$ cat src/hdl/crra_pkg.sv
// ----------------------------------------------------------------------------
// crra_pkg
// shared types and constants for the clock ratio rational approximation block
// ----------------------------------------------------------------------------
`default_nettype none

package crra_pkg;

  // default parameter values
  localparam int MAX_ROUNDS_DEF    = 15;
  localparam int FRACTION_BITS_DEF = 32;

  // fixed field widths
  localparam int RATIO_W = 48;
  localparam int OUT_W   = 32;

  // tolerance register reset, about 0.00005 at 32 fraction bits
  localparam logic [31:0] TOL_RESET = 32'd214748;

  // register word index of the tolerance register
  localparam logic REG_TOL = 1'b0;

  // datapath commands
  typedef enum logic [3:0] {
    OP_NONE,
    OP_LOAD,
    OP_MUL_TOL,
    OP_DIV_INIT,
    OP_MUL_DEN,
    OP_MUL_NUM,
    OP_STEP,
    OP_ROUND,
    OP_OUT
  } crra_op_t;

  // datapath status toward the controller
  typedef struct packed {
    logic tol_met;
    logic rem_zero;
  } crra_stat_t;

endpackage

`default_nettype wire

$ cat src/hdl/crra_if.sv
// ----------------------------------------------------------------------------
// crra channel interfaces
// valid/ready channels carrying the ratio beat and the result beat
// ----------------------------------------------------------------------------
`default_nettype none

interface crra_in_if;
  logic                         valid;
  logic                         ready;
  logic [crra_pkg::RATIO_W-1:0] ratio_value;

  modport source (output valid, output ratio_value, input ready);
  modport sink (input valid, input ratio_value, output ready);
endinterface

interface crra_out_if;
  logic                       valid;
  logic                       ready;
  logic [crra_pkg::OUT_W-1:0] numerator;
  logic [crra_pkg::OUT_W-1:0] denominator;
  logic                       converged;
  logic                       overflow;

  modport source (output valid, output numerator, output denominator,
                  output converged, output overflow, input ready);
  modport sink (input valid, input numerator, input denominator,
                input converged, input overflow, output ready);
endinterface

`default_nettype wire

$ cat src/hdl/crra_datapath.sv
// ----------------------------------------------------------------------------
// crra_datapath
// continued fraction registers, bit-serial multiplier, restoring divider
// ----------------------------------------------------------------------------
`default_nettype none

module crra_datapath #(
  parameter int FRACTION_BITS = crra_pkg::FRACTION_BITS_DEF
) (
  input  wire logic                         clk,
  input  wire crra_pkg::crra_op_t           op,
  input  wire logic [crra_pkg::RATIO_W-1:0] ratio_value,
  input  wire logic [31:0]                  tol,
  output crra_pkg::crra_stat_t              stat,
  output logic [crra_pkg::OUT_W-1:0]        numerator,
  output logic [crra_pkg::OUT_W-1:0]        denominator,
  output logic                              converged,
  output logic                              overflow
);

  localparam int F  = FRACTION_BITS;
  localparam int D  = F + 1;                  // q, r, d, quotient width
  localparam int XW = crra_pkg::RATIO_W;
  localparam int W  = XW + D;                 // product width
  localparam int NW = W - F;                  // numerator width

  logic [XW-1:0] x_r;
  logic [D-1:0]  q_r, r_r, d_r, dp_r, err_r;
  logic [NW-1:0] n_r;
  logic [W-1:0]  acc_r, mcand_r;
  logic [D-1:0]  mplier_r;
  logic [D:0]    drem_r;
  logic [D-1:0]  dquo_r;

  logic [crra_pkg::OUT_W-1:0] num_o_r, den_o_r;
  logic                       conv_o_r, ovf_o_r;

  // divider step
  logic [D:0]    div_sh;
  logic          div_ge;
  // rounding of x*d
  logic [F-1:0]  frac;
  logic [D-1:0]  err_up;
  // saturation
  logic [63:0]   n64, d64;
  logic          ovf_n, ovf_d;

  always_comb begin
    div_sh = {drem_r[D-1:0], dquo_r[D-1]};
    div_ge = (div_sh >= {1'b0, r_r});
    frac   = acc_r[F-1:0];
    err_up = {1'b1, {F{1'b0}}} - {1'b0, frac};
    n64    = 64'(n_r);
    d64    = 64'(d_r);
    ovf_n  = |n64[63:32];
    ovf_d  = |d64[63:32];
  end

  // err/d < tol is the same as err < tol*d
  assign stat.tol_met  = (W'(err_r) < acc_r);
  assign stat.rem_zero = (r_r == '0);

  always_ff @(posedge clk) begin
    case (op)
      crra_pkg::OP_LOAD: begin
        x_r   <= ratio_value;
        q_r   <= {1'b1, {F{1'b0}}};
        r_r   <= D'(ratio_value[F-1:0]);
        err_r <= D'(ratio_value[F-1:0]);
        d_r   <= D'(1);
        dp_r  <= '0;
        n_r   <= NW'(ratio_value >> F);
      end
      crra_pkg::OP_MUL_TOL: begin
        acc_r    <= '0;
        mcand_r  <= W'(tol);
        mplier_r <= d_r;
      end
      crra_pkg::OP_DIV_INIT: begin
        drem_r <= '0;
        dquo_r <= q_r;
      end
      crra_pkg::OP_MUL_DEN: begin
        // commit the euclid step, then start d*a + d_prev
        q_r      <= r_r;
        r_r      <= drem_r[D-1:0];
        acc_r    <= W'(dp_r);
        mcand_r  <= W'(dquo_r);
        mplier_r <= d_r;
      end
      crra_pkg::OP_MUL_NUM: begin
        dp_r     <= d_r;
        d_r      <= acc_r[D-1:0];
        acc_r    <= '0;
        mcand_r  <= W'(x_r);
        mplier_r <= acc_r[D-1:0];
      end
      crra_pkg::OP_STEP: begin
        // one multiplier bit and one quotient bit
        acc_r    <= acc_r + (mplier_r[0] ? mcand_r : '0);
        mcand_r  <= mcand_r << 1;
        mplier_r <= mplier_r >> 1;
        drem_r   <= div_ge ? (div_sh - {1'b0, r_r}) : div_sh;
        dquo_r   <= {dquo_r[D-2:0], div_ge};
      end
      crra_pkg::OP_ROUND: begin
        // round half up
        n_r   <= acc_r[W-1:F] + NW'(frac[F-1]);
        err_r <= frac[F-1] ? err_up : D'(frac);
      end
      crra_pkg::OP_OUT: begin
        num_o_r  <= ovf_n ? '1 : n64[31:0];
        den_o_r  <= ovf_d ? '1 : d64[31:0];
        conv_o_r <= stat.tol_met;
        ovf_o_r  <= ovf_n | ovf_d;
      end
      default: begin
      end
    endcase
  end

  assign numerator   = num_o_r;
  assign denominator = den_o_r;
  assign converged   = conv_o_r;
  assign overflow    = ovf_o_r;

endmodule

`default_nettype wire

$ cat src/hdl/crra_ctrl.sv
// ----------------------------------------------------------------------------
// crra_ctrl
// round sequencer: tolerance check, divide, denominator and numerator update
// ----------------------------------------------------------------------------
`default_nettype none

module crra_ctrl #(
  parameter int MAX_ROUNDS    = crra_pkg::MAX_ROUNDS_DEF,
  parameter int FRACTION_BITS = crra_pkg::FRACTION_BITS_DEF
) (
  input  wire logic                 clk,
  input  wire logic                 rst_n,
  input  wire logic                 in_valid,
  output logic                      in_ready,
  output logic                      out_valid,
  input  wire logic                 out_ready,
  input  wire crra_pkg::crra_stat_t stat,
  output crra_pkg::crra_op_t        op
);

  localparam int D  = FRACTION_BITS + 1;
  localparam int CW = $clog2(D);
  localparam int RW = $clog2(MAX_ROUNDS);

  typedef enum logic [3:0] {
    S_IDLE, S_TOL, S_CHECK, S_DEN, S_NUM, S_RND, S_RUN, S_DONE
  } state_t;

  state_t          state_r, ret_r;
  logic [CW-1:0]   cnt_r;
  logic [RW-1:0]   round_r;
  logic            out_valid_r;
  logic            stop;
  logic            emit;

  assign in_ready  = (state_r == S_IDLE);
  assign out_valid = out_valid_r;
  assign stop      = stat.tol_met || stat.rem_zero || (round_r == RW'(MAX_ROUNDS - 1));
  assign emit      = (state_r == S_DONE) && (!out_valid_r || out_ready);

  // command decode
  always_comb begin
    op = crra_pkg::OP_NONE;
    case (state_r)
      S_IDLE:  op = in_valid ? crra_pkg::OP_LOAD : crra_pkg::OP_NONE;
      S_TOL:   op = crra_pkg::OP_MUL_TOL;
      S_CHECK: op = stop ? crra_pkg::OP_NONE : crra_pkg::OP_DIV_INIT;
      S_DEN:   op = crra_pkg::OP_MUL_DEN;
      S_NUM:   op = crra_pkg::OP_MUL_NUM;
      S_RND:   op = crra_pkg::OP_ROUND;
      S_RUN:   op = crra_pkg::OP_STEP;
      S_DONE:  op = emit ? crra_pkg::OP_OUT : crra_pkg::OP_NONE;
      default: op = crra_pkg::OP_NONE;
    endcase
  end

  // state and registered outputs
  always_ff @(posedge clk) begin
    if (!rst_n) begin
      state_r     <= S_IDLE;
      ret_r       <= S_IDLE;
      cnt_r       <= '0;
      round_r     <= '0;
      out_valid_r <= 1'b0;
    end else begin
      // result beat: raised on emit, dropped once taken
      out_valid_r <= emit || (out_valid_r && !out_ready);
      case (state_r)
        S_IDLE: begin
          if (in_valid) begin
            round_r <= RW'(1);
            state_r <= S_TOL;
          end
        end
        S_TOL: begin
          cnt_r   <= '0;
          ret_r   <= S_CHECK;
          state_r <= S_RUN;
        end
        S_CHECK: begin
          if (stop) begin
            state_r <= S_DONE;
          end else begin
            cnt_r   <= '0;
            ret_r   <= S_DEN;
            state_r <= S_RUN;
          end
        end
        S_DEN: begin
          cnt_r   <= '0;
          ret_r   <= S_NUM;
          state_r <= S_RUN;
        end
        S_NUM: begin
          cnt_r   <= '0;
          ret_r   <= S_RND;
          state_r <= S_RUN;
        end
        S_RND: begin
          round_r <= round_r + RW'(1);
          state_r <= S_TOL;
        end
        S_RUN: begin
          cnt_r <= cnt_r + CW'(1);
          if (cnt_r == CW'(D - 1)) begin
            state_r <= ret_r;
          end
        end
        S_DONE: begin
          if (emit) begin
            state_r <= S_IDLE;
          end
        end
        default: state_r <= S_IDLE;
      endcase
    end
  end

endmodule

`default_nettype wire

$ cat src/hdl/clock_ratio_rational_approx.sv
// ----------------------------------------------------------------------------
// clock_ratio_rational_approx
// continued-fraction numerator/denominator pair for a fixed-point clock ratio
// ----------------------------------------------------------------------------
// One ratio beat (unsigned, FRACTION_BITS fraction bits) yields one result
// beat with numerator and denominator saturated to 32 bits, a converged flag
// and an overflow flag. Items are handled one at a time. Each round uses one
// shared bit-serial multiplier and restoring divider. The result beat is
// offered once the first tolerance check finds that the integer part
// already meets the tolerance, and after at most MAX_ROUNDS-2 rounds in the
// worst case. A finished result waits in an output register while the next
// ratio is accepted.
// error_tolerance sits at byte address 0.
// ----------------------------------------------------------------------------
`default_nettype none

module clock_ratio_rational_approx #(
  parameter int MAX_ROUNDS    = crra_pkg::MAX_ROUNDS_DEF,
  parameter int FRACTION_BITS = crra_pkg::FRACTION_BITS_DEF
) (
  input  wire logic        clk,
  input  wire logic        rst_n,
  crra_in_if.sink          in_ch,
  crra_out_if.source       out_ch,
  input  wire logic        cfg_psel,
  input  wire logic        cfg_penable,
  input  wire logic        cfg_pwrite,
  input  wire logic [2:0]  cfg_paddr,
  input  wire logic [31:0] cfg_pwdata,
  output logic [31:0]      cfg_prdata,
  output logic             cfg_pready
);

  logic [31:0]          tol_r;
  crra_pkg::crra_op_t   op;
  crra_pkg::crra_stat_t stat;

  // configuration register
  assign cfg_pready = 1'b1;
  assign cfg_prdata = (cfg_paddr[2] == crra_pkg::REG_TOL) ? tol_r : '0;

  always_ff @(posedge clk) begin
    if (!rst_n) begin
      tol_r <= crra_pkg::TOL_RESET;
    end else if (cfg_psel && cfg_penable && cfg_pwrite && cfg_pready &&
                 cfg_paddr[2] == crra_pkg::REG_TOL) begin
      tol_r <= cfg_pwdata;
    end
  end

  // sequencer
  crra_ctrl #(
    .MAX_ROUNDS    (MAX_ROUNDS),
    .FRACTION_BITS (FRACTION_BITS)
  ) u_ctrl (
    .clk       (clk),
    .rst_n     (rst_n),
    .in_valid  (in_ch.valid),
    .in_ready  (in_ch.ready),
    .out_valid (out_ch.valid),
    .out_ready (out_ch.ready),
    .stat      (stat),
    .op        (op)
  );

  // arithmetic
  crra_datapath #(
    .FRACTION_BITS (FRACTION_BITS)
  ) u_dp (
    .clk         (clk),
    .op          (op),
    .ratio_value (in_ch.ratio_value),
    .tol         (tol_r),
    .stat        (stat),
    .numerator   (out_ch.numerator),
    .denominator (out_ch.denominator),
    .converged   (out_ch.converged),
    .overflow    (out_ch.overflow)
  );

endmodule

`default_nettype wire

$ cat src/flat_wrapper.sv
// flat-port wrapper written by rule: the top's interface ports become plain ports
module clock_ratio_rational_approx_flat 
#(
  parameter int MAX_ROUNDS    = crra_pkg::MAX_ROUNDS_DEF,
  parameter int FRACTION_BITS = crra_pkg::FRACTION_BITS_DEF
)
  (clk, rst_n, cfg_psel, cfg_penable, cfg_pwrite, cfg_paddr, cfg_pwdata, cfg_prdata, cfg_pready, in_ch_valid, in_ch_ratio_value, in_ch_ready, out_ch_valid, out_ch_numerator, out_ch_denominator, out_ch_converged, out_ch_overflow, out_ch_ready);
  crra_in_if in_ch_i ();
  crra_out_if out_ch_i ();
  input  wire logic clk;
  input  wire logic rst_n;
  input  wire logic cfg_psel;
  input  wire logic cfg_penable;
  input  wire logic cfg_pwrite;
  input  wire logic [2:0] cfg_paddr;
  input  wire logic [31:0] cfg_pwdata;
  output logic [31:0] cfg_prdata;
  output logic cfg_pready;
  input wire logic [$bits(in_ch_i.valid)-1:0] in_ch_valid;
  input wire logic [$bits(in_ch_i.ratio_value)-1:0] in_ch_ratio_value;
  output wire logic [$bits(in_ch_i.ready)-1:0] in_ch_ready;
  output wire logic [$bits(out_ch_i.valid)-1:0] out_ch_valid;
  output wire logic [$bits(out_ch_i.numerator)-1:0] out_ch_numerator;
  output wire logic [$bits(out_ch_i.denominator)-1:0] out_ch_denominator;
  output wire logic [$bits(out_ch_i.converged)-1:0] out_ch_converged;
  output wire logic [$bits(out_ch_i.overflow)-1:0] out_ch_overflow;
  input wire logic [$bits(out_ch_i.ready)-1:0] out_ch_ready;
  assign in_ch_i.valid = in_ch_valid;
  assign in_ch_i.ratio_value = in_ch_ratio_value;
  assign in_ch_ready = in_ch_i.ready;
  assign out_ch_valid = out_ch_i.valid;
  assign out_ch_numerator = out_ch_i.numerator;
  assign out_ch_denominator = out_ch_i.denominator;
  assign out_ch_converged = out_ch_i.converged;
  assign out_ch_overflow = out_ch_i.overflow;
  assign out_ch_i.ready = out_ch_ready;
  clock_ratio_rational_approx #(.MAX_ROUNDS(MAX_ROUNDS), .FRACTION_BITS(FRACTION_BITS)) u_core (.clk(clk), .rst_n(rst_n), .in_ch(in_ch_i), .out_ch(out_ch_i), .cfg_psel(cfg_psel), .cfg_penable(cfg_penable), .cfg_pwrite(cfg_pwrite), .cfg_paddr(cfg_paddr), .cfg_pwdata(cfg_pwdata), .cfg_prdata(cfg_prdata), .cfg_pready(cfg_pready));
endmodule
$ cat config.mk
export PLATFORM = sky130hd
export DESIGN_NAME = clock_ratio_rational_approx_flat
export DESIGN_NICKNAME = d
export VERILOG_FILES = /design/src/hdl/crra_pkg.sv /design/src/hdl/crra_if.sv /design/src/hdl/crra_datapath.sv /design/src/hdl/crra_ctrl.sv /design/src/hdl/clock_ratio_rational_approx.sv /design/src/flat_wrapper.sv
export SDC_FILE = /design/constraint.sdc
export NUM_CORES = 1
export LEC_CHECK = 0
export ABC_CLOCK_PERIOD_IN_PS = 7100
export BUFFER_PORTS_ARGS = -buffer_cell sky130_fd_sc_hd__buf_2
export CORE_UTILIZATION = 55
export DETAILED_ROUTE_END_ITERATION = 10
export GPL_TIMING_DRIVEN = 1
export MAX_ROUTING_LAYER = met4
export PLACE_DENSITY_LB_ADDON = 0.1
export SETUP_SLACK_MARGIN = 0.1
export SLEW_MARGIN = 10
export SYNTH_ARGS = -nofsm -noshare
export SYNTH_HDL_FRONTEND = slang
export SYNTH_SLANG_ARGS = --single-unit
$ cat constraint.sdc
create_clock -name clk -period 7.1 [get_ports clk]
set_input_delay 0.355 -clock clk [delete_from_list [all_inputs] [get_ports clk]]
set_output_delay 0.355 -clock clk [all_outputs]
set_load 0.05 [all_outputs]
==> impl_metrics.tcl <==
set metrics [dict create \
    status "finished clean" \
    finalHoldViolCount 0 \
    drive_above_1_share_pct 12.5 \
    dp_hpwl_um 74100 \
    met2_length_um 47100 \
    synthTopCellsByArea "edfxtp_1 (50%), nand2_1 (5.4%), ha_1 (5.4%), o21ai_0 (3.2%), a21oi_1 (2.9%)" \
    path_clk_slew_ns 0.06 \
    path_class "flip-flop to flip-flop" \
    worst_pin_slew_ns 1.18 \
    arrival_ns 4.96 \
    wire_per_inst_um 23.4 \
    drt_first_pass_iters 6 \
    fin_crit_sh_pct 64.8 \
    layout_common_cells "edfxtp_1 (589), nand2_1 (505), o21ai_0 (226)" \
    intPower_uw 10900 \
    cts_setup_buffers 0 \
    combPwrFrac_pct 43.0 \
    top_layer_used "met4" \
    drv_cap 0 \
    finalMaxSlewViolations 0 \
    dieHeight_um 255 \
    synth-seq-cells 638 \
    synthXorXnorAreaFrac_pct 3.73 \
    reg2regPathDepth 11 \
    numPortBuffers 187 \
    slew_headroom_pct 21.0 \
    grt_overflow 0 \
    ant_nets 0 \
    grt_pass1_vias 26420 \
    finalWirelength_um 104000 \
    synthAdderAreaFrac_pct 5.51 \
    synthSimpleGateAreaFrac_pct 17.8 \
    ctsHoldBuffers 48 \
    hp-class "primary input to flip-flop" \
    yosysTopAreaCellShare_pct 50.2 \
    fin_cells 4460 \
    cts_root_buffer "clkbuf_16" \
    setup_viol 0 \
    timing.fmax_mhz 217 \
    final_core_util_pct 63.0 \
    mostFrequentLayoutCell "edfxtp_1" \
    clockPowerShare_pct 20.5 \
    syn_inst 3398 \
    yosysWarningCount 0 \
    cts_num_sinks 638 \
    layout.nets 3799 \
    cts-buffers-inserted 70 \
    gp_congestion 1.03 \
    post_cts_resized 0 \
    synthMuxAreaShare_pct 2.31 \
    areaGrowthSynthToFinish_pct 12.8 \
    critPathMaxFanout 29 \
    ys_async_sr_fraction_pct 0 \
    synth_nets 3642 \
    grt_pass1_wl_um 158000 \
    ys_seq_area_share_pct 52.9 \
    yosysTopAreaCell "edfxtp_1" \
    synth_cell_types 88 \
    clk_latency_ns 0.63 \
    wl_met1_um 46700 \
    crit_required_ns 7.46 \
    drt_iter0_drc 3082 \
    ys.flop_type "edfxtp_1" \
    tns_ns 0 \
    power.total_uw 18700 \
    vias_per_cell 6.23 \
    dp.cells 4280 \
    start_kind "flip-flop" \
    route.detailed.drc 0 \
    p_sw_uw 7790 \
    grt_start_max_net_pins 99 \
    fillCellCount 5116 \
    rows 92 \
    core_sq_um 63200 \
    p_sw_share_pct 41.8 \
    design.portCount 191 \
    fp.dieW_um 255 \
    track_usage_pct 32.9 \
    clock_path_buffers 3 \
    synth_area_sq_um 35300 \
    synth_area_per_cell_sq_um 10.4 \
    dr_total_vias 27786 \
    route.met3.wl_um 6930 \
    fin_skew_ns 0.0243 \
    ctsHtreeMaxLevel 3 \
    hold_depth 1 \
    synth_top_family_by_area "simple AND/OR/NAND/NOR gates" \
    grt_antenna_before_repair 5 \
    synth_edf_count 589 \
    start_util_pct 55.8 \
    grt_setup_unrepaired "no" \
    end_kind "flip-flop" \
    ir_worst_vdd_mv 0.300 \
    seqPwrFrac_pct 36.5 \
    die-area_sq_um 65100 \
    cts_tree "done" \
    powerDensity_nw_per_um2 469 \
    p_leak_uw 0.0153 \
    synth_compound_area_share_pct 14.3 \
    period_needed_ns 4.60 \
]
-- path summary, 6_finish.rpt --
path                            from                  endpoint  slack (ns)
max          u_core.u_dp.mplier_r[0]     u_core.u_dp.acc_r[77]        2.50
min             in_ch_ratio_value[2]        u_core.u_dp.x_r[2]        0.02
max reg2reg  u_core.u_dp.mplier_r[0]     u_core.u_dp.acc_r[77]        2.50
min reg2reg       u_core.u_dp.n_r[2]  u_core.u_dp.numerator[2]        0.49
-- final cells by class --
| type | count | area, sq um | share of cell area, % |
|---|---|---|---|
| sequential | 638 | 18700 | 46.9 |
| timing repair buffer | 268 | 1670 | 4.19 |
| clock buffer | 99 | 2110 | 5.31 |
| tap | 846 | 1060 | 2.66 |
| antenna | 2 | 5.00 | 0.0126 |
| inverter | 124 | 468 | 1.18 |
| clock inverter | 30 | 309 | 0.777 |
| multi-input combinational | 2453 | 15500 | 38.9 |
-- power by group through the flow --
stage | logic, uW | registers, uW | clock network, uW
after floorplan | 5790 | 6460 | 0
after global placement | 7710 | 6820 | 0
after detailed placement | 7860 | 6840 | 0
after CTS | 7920 | 6790 | 3870
after global routing | 8770 | 6920 | 4000
final | 8020 | 6820 | 3830
-- logic make-up after synthesis --
family / after synthesis
xor+xnor: 150
flops: 638
other cells: 2
simple gates: 1285
compound gates: 785
fa+ha+maj: 154
buf+inv: 307
mux: 77
-- per-layer routing --
| metal | global-route usage, % | up-vias |
|---|---|---|
| li1 | - | 12772 |
| met1 | 45.8 | 13587 |
| met2 | 50.1 | 1232 |
| met3 | 4.08 | 195 |
| met4 | 10.9 | 0 |
| met5 | - | - |
-- synth_stat cells (all sizes together) (19+ instances only) --
| master | number |
|---|---|
| edfxtp | 589 |
| nand2 | 507 |
| o21ai | 238 |
| a21oi | 205 |
| clkbuf | 153 |
| ha | 152 |
| nor2 | 147 |
| and2 | 124 |
| inv | 122 |
| nor3 | 101 |
| xnor2 | 88 |
| a21o | 75 |
| a221oi | 68 |
| nand3 | 65 |
| xor2 | 62 |
| and3 | 58 |
| nand4 | 55 |
| dfxtp | 49 |
| nand2b | 45 |
| nor2b | 44 |
| mux2i | 43 |
| or2 | 41 |
| mux2 | 34 |
| nor4 | 34 |
| or3 | 34 |
| buf | 30 |
| o21bai | 30 |
| a211oi | 22 |
| o21a | 20 |
| a22o | 19 |
-- sequential cells by signal (all words and copies together) (netlist names), 6 cells and up --
signal and count:
u_core.u_dp.mplier_r 33, u_core.u_dp.numerator 32, u_core.u_dp.q_r 33, u_core.u_dp.r_r 33
u_core.u_dp.n_r 49, u_core.u_dp.x_r 48, u_core.u_dp.mcand_r 81, u_core.u_dp.d_r 33
u_core.u_dp.dp_r 33, u_core.u_dp.acc_r 81, u_core.u_dp.err_r 33, u_core.u_dp.dquo_r 33
u_core.u_ctrl.cnt_r 6, u_core.u_dp.drem_r 33, u_core.tol_r 32, u_core.u_dp.denominator 32
-- through the flow --
step	hold slack [ns]	worst slack [ns]	instance area (sq um)
floorplan	0.452	0.328	35300
global placement	0.461	2.63	36900
detailed placement	0.482	2.60	36900
CTS	0.000707	2.56	39800
global route	0.00431	2.26	39800
finish	0.0156	2.50	39800
-- critical path, stage by stage (launching register included) --
cell	delay, ns
edfxtp_1	0.71
and2_1	0.29
ha_1	0.41
nand3_1	0.14
a211oi_1	0.44
o2111ai_1	0.38
a21boi_0	0.63
o21a_1	0.26
o21ai_0	0.18
a21oi_1	0.49
a31oi_1	0.22
mux2i_1	0.16
Note: power is estimated with default switching activity, not from simulation.
